## config.mk

```make
export PLATFORM = sky130hd
export DESIGN_NAME = weighted_nn_timing_classifier
export DESIGN_NICKNAME = d
export VERILOG_FILES = /design/src/rtl/core/wnntc_pkg.sv /design/src/rtl/core/wnntc_ram.sv /design/src/rtl/core/wnntc_ctrl.sv /design/src/rtl/core/wnntc_dp.sv /design/src/rtl/core/weighted_nn_timing_classifier.sv
export SDC_FILE = /design/constraint.sdc
export NUM_CORES = 2
export LEC_CHECK = 0
export BUFFER_PORTS_ARGS = -buffer_cell sky130_fd_sc_hd__buf_2
export CORE_MARGIN = 8
export CORE_UTILIZATION = 30
export DETAILED_ROUTE_END_ITERATION = 10
export MAX_ROUTING_LAYER = met4
export SYNTH_ARGS = -nofsm -noshare
export SYNTH_HDL_FRONTEND = slang
export SYNTH_SLANG_ARGS = --single-unit
```

## constraint.sdc

```tcl
create_clock -name clk -period 12.3 [get_ports clk]
set_clock_uncertainty 0.05 [all_clocks]
set_input_delay 0 -clock clk [delete_from_list [all_inputs] [get_ports clk]]
set_output_delay 0 -clock clk [all_outputs]
set_load 0.02 [all_outputs]
```

## src/rtl/core/wnntc_pkg.sv

```systemverilog
`timescale 1ns / 1ps
// ----------------------------------------------------------------------------
// wnntc_pkg
// Shared types and constants of the weighted nearest-neighbor timing
// classifier: defaults, opcodes, controller states, command/status bundles.
// ----------------------------------------------------------------------------
package wnntc_pkg;

  localparam int MAX_SAMPLES_DEF     = 64;
  localparam int TIME_BITS_DEF       = 20;
  localparam int RECIP_FRAC_BITS_DEF = 24;

  localparam int CNT_W      = 7;
  localparam int IDX_W      = 6;
  localparam int SCORE_BITS = 32;

  localparam logic OP_LOAD     = 1'b0;
  localparam logic OP_CLASSIFY = 1'b1;

  typedef enum logic [2:0] {
    S_IDLE,
    S_CHECK,
    S_RDWAIT,
    S_CSTART,
    S_CDIV,
    S_USTART,
    S_UDIV,
    S_DONE
  } state_t;

  typedef struct packed {
    logic load_wr;
    logic start_cls;
    logic rd_en;
    logic latch_entry;
    logic div_start;
    logic div_sel_u;
    logic add_c;
    logic add_u;
    logic next_idx;
    logic load_result;
  } cmd_t;

  typedef struct packed {
    logic idx_end;
    logic c_eq;
    logic u_eq;
    logic div_busy;
    logic div_done;
    logic out_free;
  } sts_t;

endpackage

```

## src/rtl/core/wnntc_ram.sv

```systemverilog
`timescale 1ns / 1ps
// ----------------------------------------------------------------------------
// wnntc_ram
// Generic simple dual-port RAM: one write port, one read port, registered
// read data.
// ----------------------------------------------------------------------------
module wnntc_ram #(
  parameter int WIDTH = 8,
  parameter int DEPTH = 64,
  localparam int AW   = (DEPTH > 1) ? $clog2(DEPTH) : 1
) (
  input  logic             clk,
  input  logic             we,
  input  logic [AW-1:0]    waddr,
  input  logic [WIDTH-1:0] wdata,
  input  logic             re,
  input  logic [AW-1:0]    raddr,
  output logic [WIDTH-1:0] rdata
);

  logic [WIDTH-1:0] mem [DEPTH];
  logic [WIDTH-1:0] rdata_r;

  always_ff @(posedge clk) begin
    if (we) begin
      mem[waddr] <= wdata;
    end
    if (re) begin
      rdata_r <= mem[raddr];
    end
  end

  assign rdata = rdata_r;

endmodule

```

## src/rtl/core/wnntc_ctrl.sv

```systemverilog
`timescale 1ns / 1ps
// ----------------------------------------------------------------------------
// wnntc_ctrl
// Sequencer: accepts items, walks the reference entries and starts the shared
// reciprocal divider for each term not skipped by an exact hit.
// ----------------------------------------------------------------------------
module wnntc_ctrl (
  input  logic              clk,
  input  logic              rst_n,
  input  logic              in_valid,
  input  logic              in_opcode,
  output logic              in_ready,
  input  wnntc_pkg::sts_t   sts,
  output wnntc_pkg::cmd_t   cmd
);

  wnntc_pkg::state_t state_r, state_nxt;

  always_ff @(posedge clk) begin
    if (!rst_n) begin
      state_r <= wnntc_pkg::S_IDLE;
    end else begin
      state_r <= state_nxt;
    end
  end

  always_comb begin
    state_nxt = state_r;
    case (state_r)
      wnntc_pkg::S_IDLE: begin
        if (in_valid && in_opcode == wnntc_pkg::OP_CLASSIFY) begin
          state_nxt = wnntc_pkg::S_CHECK;
        end
      end
      wnntc_pkg::S_CHECK: begin
        state_nxt = sts.idx_end ? wnntc_pkg::S_DONE : wnntc_pkg::S_RDWAIT;
      end
      wnntc_pkg::S_RDWAIT: state_nxt = wnntc_pkg::S_CSTART;
      wnntc_pkg::S_CSTART: begin
        state_nxt = sts.c_eq ? wnntc_pkg::S_CHECK : wnntc_pkg::S_CDIV;
      end
      wnntc_pkg::S_CDIV: begin
        if (sts.div_done) begin
          state_nxt = wnntc_pkg::S_USTART;
        end
      end
      wnntc_pkg::S_USTART: begin
        state_nxt = sts.u_eq ? wnntc_pkg::S_CHECK : wnntc_pkg::S_UDIV;
      end
      wnntc_pkg::S_UDIV: begin
        if (sts.div_done) begin
          state_nxt = wnntc_pkg::S_CHECK;
        end
      end
      wnntc_pkg::S_DONE: begin
        if (sts.out_free) begin
          state_nxt = wnntc_pkg::S_IDLE;
        end
      end
      default: state_nxt = wnntc_pkg::S_IDLE;
    endcase
  end

  always_comb begin
    cmd      = '0;
    in_ready = 1'b0;
    case (state_r)
      wnntc_pkg::S_IDLE: begin
        in_ready      = 1'b1;
        cmd.load_wr   = in_valid && in_opcode == wnntc_pkg::OP_LOAD;
        cmd.start_cls = in_valid && in_opcode == wnntc_pkg::OP_CLASSIFY;
      end
      wnntc_pkg::S_CHECK:  cmd.rd_en = !sts.idx_end;
      wnntc_pkg::S_RDWAIT: cmd.latch_entry = 1'b1;
      wnntc_pkg::S_CSTART: begin
        cmd.div_start = !sts.c_eq;
        cmd.next_idx  = sts.c_eq;
      end
      wnntc_pkg::S_CDIV:   cmd.add_c = sts.div_done;
      wnntc_pkg::S_USTART: begin
        cmd.div_start = !sts.u_eq;
        cmd.div_sel_u = 1'b1;
        cmd.next_idx  = sts.u_eq;
      end
      wnntc_pkg::S_UDIV: begin
        cmd.add_u    = sts.div_done;
        cmd.next_idx = sts.div_done;
      end
      wnntc_pkg::S_DONE:   cmd.load_result = sts.out_free;
      default: begin
        cmd      = '0;
        in_ready = 1'b0;
      end
    endcase
  end

endmodule

```

## src/rtl/core/wnntc_dp.sv

```systemverilog
`timescale 1ns / 1ps
// ----------------------------------------------------------------------------
// wnntc_dp
// Datapath: reference table RAM, entry index, bit-serial reciprocal divider,
// saturating score accumulators, count register and output register.
// ----------------------------------------------------------------------------
module wnntc_dp #(
  parameter int MAX_SAMPLES     = wnntc_pkg::MAX_SAMPLES_DEF,
  parameter int TIME_BITS       = wnntc_pkg::TIME_BITS_DEF,
  parameter int RECIP_FRAC_BITS = wnntc_pkg::RECIP_FRAC_BITS_DEF
) (
  input  logic                        clk,
  input  logic                        rst_n,
  input  wnntc_pkg::cmd_t             cmd,
  output wnntc_pkg::sts_t             sts,
  input  logic                        cfg_valid,
  input  logic [wnntc_pkg::CNT_W-1:0] cfg_sample_count,
  input  logic [wnntc_pkg::IDX_W-1:0] in_entry_index,
  input  logic [TIME_BITS-1:0]        in_cached_ref_time,
  input  logic [TIME_BITS-1:0]        in_uncached_ref_time,
  input  logic [TIME_BITS-1:0]        in_measured_delay,
  input  logic                        out_ready,
  output logic                        out_valid,
  output logic                        out_is_cached
);

  localparam int AW   = (MAX_SAMPLES > 1) ? $clog2(MAX_SAMPLES) : 1;
  localparam int CW   = $clog2(MAX_SAMPLES + 1);
  localparam int QW   = RECIP_FRAC_BITS + 1;
  localparam int STW  = $clog2(RECIP_FRAC_BITS + 1);
  localparam int SB   = wnntc_pkg::SCORE_BITS;
  localparam int SUMW = ((QW > SB) ? QW : SB) + 1;

  logic [wnntc_pkg::CNT_W-1:0] count_r;
  logic [TIME_BITS-1:0]        delay_r;
  logic [CW-1:0]               n_r;
  logic [CW-1:0]               idx_r;
  logic [TIME_BITS-1:0]        ent_c_r, ent_u_r;
  logic [SB-1:0]               cs_r, us_r;
  logic [TIME_BITS-1:0]        div_r;
  logic [TIME_BITS-1:0]        rem_r, rem_nxt;
  logic [QW-1:0]               quo_r, quo_nxt;
  logic [STW-1:0]              step_r;
  logic                        busy_r, done_r;
  logic                        out_valid_r, out_r;

  logic [2*TIME_BITS-1:0] rdata;
  logic [TIME_BITS-1:0]   dist_c, dist_u;
  logic [TIME_BITS:0]     shifted;
  logic                   ge;
  logic                   last_step;
  logic [SB-1:0]          add_src, add_sat;
  logic [SUMW-1:0]        sum;
  logic [CW-1:0]          n_clip;
  logic                   idx_ok;

  assign idx_ok = 32'(in_entry_index) < MAX_SAMPLES;

  wnntc_ram #(
    .WIDTH (2 * TIME_BITS),
    .DEPTH (MAX_SAMPLES)
  ) u_ram (
    .clk   (clk),
    .we    (cmd.load_wr && idx_ok),
    .waddr (AW'(in_entry_index)),
    .wdata ({in_cached_ref_time, in_uncached_ref_time}),
    .re    (cmd.rd_en),
    .raddr (idx_r[AW-1:0]),
    .rdata (rdata)
  );

  assign n_clip = (32'(count_r) > MAX_SAMPLES) ? CW'(MAX_SAMPLES) : CW'(count_r);

  assign dist_c = (delay_r >= ent_c_r) ? delay_r - ent_c_r : ent_c_r - delay_r;
  assign dist_u = (delay_r >= ent_u_r) ? delay_r - ent_u_r : ent_u_r - delay_r;

  // restoring division of 2^RECIP_FRAC_BITS, one quotient bit per cycle
  assign shifted   = {rem_r, step_r == '0};
  assign ge        = shifted >= {1'b0, div_r};
  assign rem_nxt   = ge ? TIME_BITS'(shifted - {1'b0, div_r}) : TIME_BITS'(shifted);
  assign quo_nxt   = {quo_r[QW-2:0], ge};
  assign last_step = step_r == STW'(RECIP_FRAC_BITS);

  assign add_src = cmd.add_u ? us_r : cs_r;
  assign sum     = SUMW'(add_src) + SUMW'(quo_r);
  assign add_sat = (sum > SUMW'({SB{1'b1}})) ? {SB{1'b1}} : sum[SB-1:0];

  always_ff @(posedge clk) begin
    if (!rst_n) begin
      count_r     <= '0;
      busy_r      <= 1'b0;
      done_r      <= 1'b0;
      out_valid_r <= 1'b0;
    end else begin
      if (cfg_valid) begin
        count_r <= cfg_sample_count;
      end
      done_r <= busy_r && last_step;
      if (cmd.div_start) begin
        busy_r <= 1'b1;
      end else if (last_step) begin
        busy_r <= 1'b0;
      end
      if (cmd.load_result) begin
        out_valid_r <= 1'b1;
      end else if (out_ready) begin
        out_valid_r <= 1'b0;
      end
    end
  end

  always_ff @(posedge clk) begin
    if (cmd.start_cls) begin
      delay_r <= in_measured_delay;
      n_r     <= n_clip;
      idx_r   <= '0;
      cs_r    <= '0;
      us_r    <= '0;
    end
    if (cmd.next_idx) begin
      idx_r <= idx_r + CW'(1);
    end
    if (cmd.latch_entry) begin
      ent_c_r <= rdata[2*TIME_BITS-1:TIME_BITS];
      ent_u_r <= rdata[TIME_BITS-1:0];
    end
    if (cmd.div_start) begin
      div_r  <= cmd.div_sel_u ? dist_u : dist_c;
      rem_r  <= '0;
      quo_r  <= '0;
      step_r <= '0;
    end else if (busy_r) begin
      rem_r  <= rem_nxt;
      quo_r  <= quo_nxt;
      step_r <= step_r + STW'(1);
    end
    if (cmd.add_c) begin
      cs_r <= add_sat;
    end
    if (cmd.add_u) begin
      us_r <= add_sat;
    end
    if (cmd.load_result) begin
      out_r <= cs_r > us_r;
    end
  end

  assign sts.idx_end  = idx_r == n_r;
  assign sts.c_eq     = delay_r == ent_c_r;
  assign sts.u_eq     = delay_r == ent_u_r;
  assign sts.div_busy = busy_r;
  assign sts.div_done = done_r;
  assign sts.out_free = !out_valid_r || out_ready;

  assign out_valid     = out_valid_r;
  assign out_is_cached = out_r;

endmodule

```

## src/rtl/core/weighted_nn_timing_classifier.sv

```systemverilog
`timescale 1ns / 1ps
// ----------------------------------------------------------------------------
// weighted_nn_timing_classifier
// Inverse-distance weighted nearest-neighbor classifier of measured delays.
// ----------------------------------------------------------------------------
// Usage:
//   cfg_*  : write sample_count while the block is idle; cfg_ready is always 1.
//   in_*   : one item per transfer. Opcode load writes a reference pair at
//            in_entry_index (dropped if beyond the table) and gives no result.
//            Opcode classify scores in_measured_delay against the first
//            min(sample_count, MAX_SAMPLES) entries.
//   out_*  : one out_is_cached per classify, held in an output register.
// Classify time is set by the shared bit-serial reciprocal divider, one
//   division per term; an entry whose cached ref equals the delay skips
//   both its divisions, one whose uncached ref equals it skips that one.
// Throughput: loads back to back, one per cycle; after a classify the next
//   item is taken in the cycle after its result is loaded.
// One item at a time: in_ready is high only while the sequencer is idle.
// A finished result waits in the output register; the next item is accepted
// while it waits, but a second result stalls until out_ready takes the first.
// Reset clears sample_count, the sequencer and out_valid; table contents are
// undefined until loaded.
// ----------------------------------------------------------------------------
module weighted_nn_timing_classifier #(
  parameter int MAX_SAMPLES     = wnntc_pkg::MAX_SAMPLES_DEF,
  parameter int TIME_BITS       = wnntc_pkg::TIME_BITS_DEF,
  parameter int RECIP_FRAC_BITS = wnntc_pkg::RECIP_FRAC_BITS_DEF
) (
  input  logic                        clk,
  input  logic                        rst_n,
  input  logic                        cfg_valid,
  output logic                        cfg_ready,
  input  logic [wnntc_pkg::CNT_W-1:0] cfg_sample_count,
  input  logic                        in_valid,
  output logic                        in_ready,
  input  logic                        in_opcode,
  input  logic [wnntc_pkg::IDX_W-1:0] in_entry_index,
  input  logic [TIME_BITS-1:0]        in_cached_ref_time,
  input  logic [TIME_BITS-1:0]        in_uncached_ref_time,
  input  logic [TIME_BITS-1:0]        in_measured_delay,
  output logic                        out_valid,
  input  logic                        out_ready,
  output logic                        out_is_cached
);

  wnntc_pkg::cmd_t cmd;
  wnntc_pkg::sts_t sts;

  assign cfg_ready = 1'b1;

  wnntc_ctrl u_ctrl (
    .clk       (clk),
    .rst_n     (rst_n),
    .in_valid  (in_valid),
    .in_opcode (in_opcode),
    .in_ready  (in_ready),
    .sts       (sts),
    .cmd       (cmd)
  );

  wnntc_dp #(
    .MAX_SAMPLES     (MAX_SAMPLES),
    .TIME_BITS       (TIME_BITS),
    .RECIP_FRAC_BITS (RECIP_FRAC_BITS)
  ) u_dp (
    .clk                  (clk),
    .rst_n                (rst_n),
    .cmd                  (cmd),
    .sts                  (sts),
    .cfg_valid            (cfg_valid),
    .cfg_sample_count     (cfg_sample_count),
    .in_entry_index       (in_entry_index),
    .in_cached_ref_time   (in_cached_ref_time),
    .in_uncached_ref_time (in_uncached_ref_time),
    .in_measured_delay    (in_measured_delay),
    .out_ready            (out_ready),
    .out_valid            (out_valid),
    .out_is_cached        (out_is_cached)
  );

  a_start_idle: assert property (@(posedge clk) disable iff (!rst_n)
    cmd.div_start |-> !sts.div_busy)
    else $error("divider started while busy");

  a_accept_idle: assert property (@(posedge clk) disable iff (!rst_n)
    (in_valid && in_ready) |-> !sts.div_busy)
    else $error("item accepted while divider busy");

  a_done_pulse: assert property (@(posedge clk) disable iff (!rst_n)
    sts.div_done |=> !sts.div_done)
    else $error("divider done held longer than one cycle");

  a_one_cmd: assert property (@(posedge clk) disable iff (!rst_n)
    $onehot0({cmd.div_start, cmd.add_c, cmd.add_u, cmd.load_result, cmd.start_cls}))
    else $error("conflicting datapath commands");

  a_result_room: assert property (@(posedge clk) disable iff (!rst_n)
    cmd.load_result |-> (!out_valid || out_ready))
    else $error("result overwrote an untaken result");

endmodule

```

; Word level (Yosys, flattened, before mapping)
; Memories as Yosys holds them, arrays and structs flattened. A register that Yosys moved wholly into a read port is not among the register bits.
; Index checks and enable logic that the tools add are counted.
[word_totals]
regBits = 222
mem_bits_rw = 2560
out_inout_bits = 4
n_memories = 1
[classes]
n_addsub = 8
order_cmp = 6
eq_ne = 15
n_mux = 35
n_bitwise = 1
n_reduce_logical = 16
[memory_table]
columns = name, depth, word_bits, rd, rd_clocked_by_memory_dff, write_ports, line_no
row1 = u_dp.u_ram.mem, 64, 40, 1, 1, 1, wnntc_ram.sv:21  ; logic [WIDTH-1:0] mem [DEPTH];
[ops]
columns = cell, count
row1 = 32-bit two-way mux, 5
row2 = 20-bit subtractor, 5
row3 = 20-bit two-way mux, 4
row4 = 20-bit equality test, 2
row5 = 20-bit greater-or-equal comparator, 2
row6 = 32-bit by 25-bit adder with 33-bit output, 1
row7 = 33-bit by 32-bit > comparator with 1-bit output (second input constant), 1
row8 = 32-bit > comparator, 1
row9 = 3-bit one-hot mux with 8 select lines, 1
row10 = 21-bit by 20-bit greater-or-equal comparator with 1-bit output, 1
row11 = 3-bit two-way mux, 7
row12 = 7-bit two-way mux, 2
row13 = 1-bit two-way mux, 13
row14 = 3-bit equality test (second input constant), 4
row15 = 2-bit nonzero test, 5
row16 = 2-bit by 1-bit inequality test with 1-bit output (second input constant), 4
row17 = 7-bit by 1-bit adder with 7-bit output (second input constant), 1
row18 = 7-bit equality test, 1
row19 = 7-bit > comparator (second input constant), 1
row20 = 3-bit by 2-bit equality test with 1-bit output (second input constant), 2
row21 = 5-bit by 1-bit adder with 5-bit output (second input constant), 1
row22 = 5-bit equality test (second input constant), 1
row23 = 5-bit logical NOT, 1
row24 = 1-bit logical NOT, 4
row25 = 9 further kinds, 11

; Depth between registers and ports, before layout
[depth]
depth_word = 7
depth_mapped = 20

; Modules after synthesis
; A second synthesis with hierarchy kept.
[hier_totals]
hier_cells = 5870
area_unflattened_um2 = 114153.2
[modules_own_cells]
columns = mod, instances, cells_per_inst, area_each_um2, seq_area_each_um2
row1 = wnntc_ram, 1, 4195, 98236.7, 78074.9
row2 = wnntc_dp, 1, 1628, 15553.7, 5975.7
row3 = wnntc_ctrl, 1, 45, 351.6, 60.1
row4 = weighted_nn_timing_classifier, 1, 2, 11.3, 0.0

; Worst setup path before layout
; Ideal clock, no wire load.
[synth_timing]
kind = reg2reg
start = reg u_dp.idx_r[0]
end = reg u_dp.u_ram.rdata_r[0], in the netlist u_dp.u_ram.rdata[0], read port of u_dp.u_ram.mem, enable pin
arrival_ns = 4.519
t_required_ns = 11.763
path_slack_ns = 7.244
path_stages_with_launch = 9
n_path_buf = 4
synth_period_minus_slack_ns = 5.056
path_cell_list = edfxtp_1 clkbuf_1 clkbuf_1 buf_2 buf_1 xnor2_1 nand4_1 nor4_1 nor3_1
[synth_lines]
columns = item, line_no
row1 = start: declaration, wnntc_dp.sv:37  ; logic [CW-1:0] idx_r;
row2 = start signal: assignment, wnntc_dp.sv:121  ; idx_r <= idx_r + CW'(1);
row3 = end: declaration, wnntc_ram.sv:22  ; logic [WIDTH-1:0] rdata_r;

; Worst setup path after layout
[layout_timing]
start = reg u_ctrl.state_r[0]
end = reg u_dp.cs_r[27] (data pin)
[layout_via]
elab_chain_cells = 7
word_cells_on_any_way = 9
[layout_lines]
columns = item, line_no
row1 = start: declaration, wnntc_ctrl.sv:17  ; wnntc_pkg::state_t state_r, state_nxt;
row2 = start signal: assignment, wnntc_ctrl.sv:21  ; state_r <= wnntc_pkg::S_IDLE;
row3 = start signal: assignment, wnntc_ctrl.sv:23  ; state_r <= state_nxt;
row4 = 3-bit equality test, wnntc_ctrl.sv:67  ; case (state_r)
row5 = 1-bit two-way mux, wnntc_ctrl.sv:67
row6 = 32-bit two-way mux, wnntc_dp.sv:84  ; assign add_src = cmd.add_u ? us_r : cs_r;
row7 = 32-bit by 25-bit adder with 33-bit output, wnntc_dp.sv:85  ; assign sum = SUMW'(add_src) + SUMW'(quo_r);
row8 = 33-bit by 32-bit > comparator with 1-bit output, wnntc_dp.sv:86  ; assign add_sat = (sum > SUMW'({SB{1'b1}})) ? {SB{1'b1}} : sum[SB-1:0];
row9 = 32-bit two-way mux, wnntc_dp.sv:86
row10 = 32-bit two-way mux *, wnntc_dp.sv:137  ; if (cmd.add_c) begin
row11 = end signal: assignment, wnntc_dp.sv:138  ; cs_r <= add_sat;
row12 = end: declaration, wnntc_dp.sv:39  ; logic [SB-1:0] cs_r, us_r;
; Every way passes the cells marked *; elsewhere a longest branch is shown, timed or not.
; A chain may end at the register's enable or synchronous reset.

==> impl_metrics.yaml <==
global_route:
  track_usage: 0.159
  grt_antenna_before_repair: 38
  grt-ovfl-total: 0
  grt_pass1_wl_mm: 444
  grt_start_max_net_pins: 140
  grt_pass1_vias: 57100
cells_and_area:
  fin_util: 0.346
  drive_gt1_frac: 0.257
  layout.nets: 6039
  final_cells: 11000
  design_area_um2: 131000
  syn2layout_area_growth_pct: 15.1
power:
  ir_drop_mv: 0.135
  p_leak_nw: 41.4
  seq_power_share: 0.487
  p_per_area_nw_per_um2: 174
  p_total_mw: 22.8
  combPwrFrac: 0.147
  swShare: 0.252
  p_int_mw: 17.1
  p_switching_mw: 5.75
  power_frac_clock: 0.366
timing:
  finalMaxSlewViolations: 0
  final-hold-violation-count: 0
  finalSetupTns_ns: 0
  tightest_slew_ns: 1.23
  setup_violations: 0
  slew_headroom: 0.179
  fin_crit_sh: 0.414
  rsz0062_at_grt: "no"
  holdWs_ns: 0.0499
  setup_ws_ns: 7.21
  fmax_mhz: 196
  min_period_ns: 5.09
synth:
  synth_nets: 5684
  ys.flop_type: "edfxtp_1"
  synth-async-reset-ratio: 0
  netlist.area_leader.share: 0.728
  ys_types: 83
  syn_area_um2: 114000
  synth-warning-count: 0
  netlist_instances: 5438
  synth_seq_cells: 2822
  synth-seq-area-share: 0.739
  synth_edf_count: 2759
  synth_area_per_cell_um2: 20.9
  synth_area_leaders: "edfxtp_1 (73%), mux4_2 (17%), ha_1 (1.8%)"
  synth.largest_area_cell: "edfxtp_1"
worst_setup_path:
  critical_path.startpoint_type: "register"
  path_class: "register to register"
  critPathBufInv: 1
  crit_fanout: 55
  critPathMaxStageDelay_ns: 0.63
  endpoint_kind: "register"
  crit_chain: "nand2b_1 > or2_2 > buf_4 > o21ai_0 > ha_1 > a21o_1 > a21o_1 > a221o_1 > a221o_1 > a31o_2 > a21oi_1 > o31ai_1 > a21oi_1 > nor2_1"
  worstPathRequired_ns: 12.80
  slowest_stage: "or2_2"
  worstPathArrival_ns: 5.59
  path_delay_family: "compound AO/OA/AOI/OAI gates"
placed_design:
  place_area_um2: 121000
  dp_hpwl_mm: 173
  place_ws_ns: 7.21
  gp_congestion: 0.847
  numPortBuffers: 81
  dp_cells: 10400
clock_tree:
  cts-resized-gates: 0
  htree_levels: 5
  root_buffer: "clkbuf_16"
  max-clock-path-buffers: 4
  cts_tree: "built"
  cts_inserted_buffers: 290
  cts_num_sinks: 2822
  clkLatencyLatePin_ns: 0.86
  clk_pin_slew_ns: 0.06
route:
  wl_mm: 318
  dr.first_iter.drc_count: 7556
  drc: 0
  vias: 57800
  firstDrtPassIters: 6
  routedWlPerCell_um: 28.8
  vias_per_cell: 5.24
  final_antenna_net_count: 0
die:
  io_pins: 83
  dieArea_um2: 399000
  initial_core_util: 0.301
  core_area_um2: 378000
  die_x_um: 632
  std_cell_rows: 226
  die_h_um: 632
min_path:
  hp-class: "input port to register"
status:
  outcome: "complete, no violations"
flow_run:
  maxCapViolCount: 0
[cell usage after synthesis, types with 11 or more instances]
library cell  count
a31oi_1          20
xnor2_1          54
ha_1            161
and3_1           11
o211ai_1         11
nand3_1          19
o21ai_0          97
inv_1           150
mux2i_1          57
o21a_1           16
nor2b_1          39
a21oi_1         132
buf_1            55
xor2_1           30
clkbuf_1        187
dfxtp_1          63
mux2_2           13
nand2_1         119
nor3_1           37
mux4_2          840
edfxtp_1       2759
nor2_1          271
a21o_1           53
a211oi_1         29
nand4_1          25
nand2b_1         14
o21bai_1         12
buf_2            19
[placed cells by master, fill, tap and decap left out, types with 25 or more instances in the layout]
master and n:
a21o_1 53, buf_2 81, a211oi_1 29, clkinv_2 49
a21oi_1 132, o21ai_0 97, nor2b_1 39, inv_1 150
dlygate4sd3_1 113, nor2_1 205, xnor2_1 54, edfxtp_1 2759
dfxtp_1 62, nand2_1 117, clkbuf_16 301, nor2_4 65
nand4_1 25, clkinv_1 63, xor2_1 30, nor3_1 36
clkbuf_1 63, ha_1 161, mux4_2 840, buf_4 130
mux2i_1 57
[flip-flops by register name, summed over array words and instances, names as in the netlist]
register,count
u_dp.rem_r,20
u_dp.div_r,20
u_dp.step_r,5
u_dp.us_r,32
u_dp.out_is_cached,1
u_dp.n_r,7
u_ctrl.state_r,3
u_dp.delay_r,20
u_dp.count_r,7
u_dp.ent_u_r,20
u_dp.u_ram.rdata,40
u_dp.idx_r,7
u_dp.ent_c_r,20
u_dp.u_ram.mem,2560
u_dp.quo_r,25
u_dp.cs_r,32
u_dp.done_r,1
u_dp.busy_r,1
u_dp.out_valid,1
[logic make-up (layout without fill, tap and decap cells)]
kind of cell | Yosys count | count (layout) | synth area share
AO/OA/AOI/OAI | 435 | 435 | 0.0241
XOR/XNOR | 84 | 84 | 0.00647
adder cells (fa/ha/maj) | 167 | 167 | 0.0188
buffers and inverters | 418 | 986 | 0.0142
flip-flops | 2822 | 2822 | 0.739
multiplexers | 910 | 910 | 0.173
other | 1 | 16 | 0.0000330
AND/OR/NAND/NOR | 601 | 601 | 0.0247
[power by group through the flow]
| stage | clock (mW) | sequential [mW] | combinational (mW) |
|---|---|---|---|
| finish | 8.35 | 11.1 | 3.36 |
| global route | 8.84 | 11.1 | 3.65 |
| CTS | 8.49 | 11.1 | 3.37 |
| detailed placement | 0 | 11.3 | 3.32 |
| global placement | 0 | 11.3 | 3.28 |
| floorplan | 0 | 11.2 | 2.40 |
[worst paths after layout]
check / from / to / slack, ns / cells past startpoint
min reg2reg: u_dp.u_ram.rdata[32]$_DFFE_PP_ / u_dp.ent_c_r[12]$_DFFE_PP_ / 0.38 / 0
min: in_measured_delay[10] / u_dp.delay_r[10]$_DFFE_PP_ / 0.05 / 2
max: u_ctrl.state_r[0]$_SDFFE_PN0P_ / u_dp.cs_r[27]$_SDFFCE_PN0P_ / 7.21 / 14
max reg2reg: u_ctrl.state_r[0]$_SDFFE_PN0P_ / u_dp.cs_r[27]$_SDFFCE_PN0P_ / 7.21 / 14
[layout make-up]
type                       count  area, um2
tap                         5016       6280
multi-input combinational   2198      28600
fill                       34900     247000
timing repair buffer         330       2630
antenna                       15       37.5
inverter                     151        567
clock buffer                 366       7800
sequential                  2822      84100
clock inverter               139       1030
[routing by layer]
layer / global-route usage / vias to the layer above / part of all wire
met3: 0.0263 / 480 / 0.088
met4: 0.0412 / 0 / 0.028
met1: 0.213 / 31200 / 0.40
met5: - / - / 0
li1: - / 23300 / -
met2: 0.254 / 2866 / 0.48
[what timing repair did]
item	CTS	global route
hold endpoints to repair	2672	0
setup buffers	0	0
hold buffers	113	0
No activity file was read; power rests on OpenSTA's default activity.
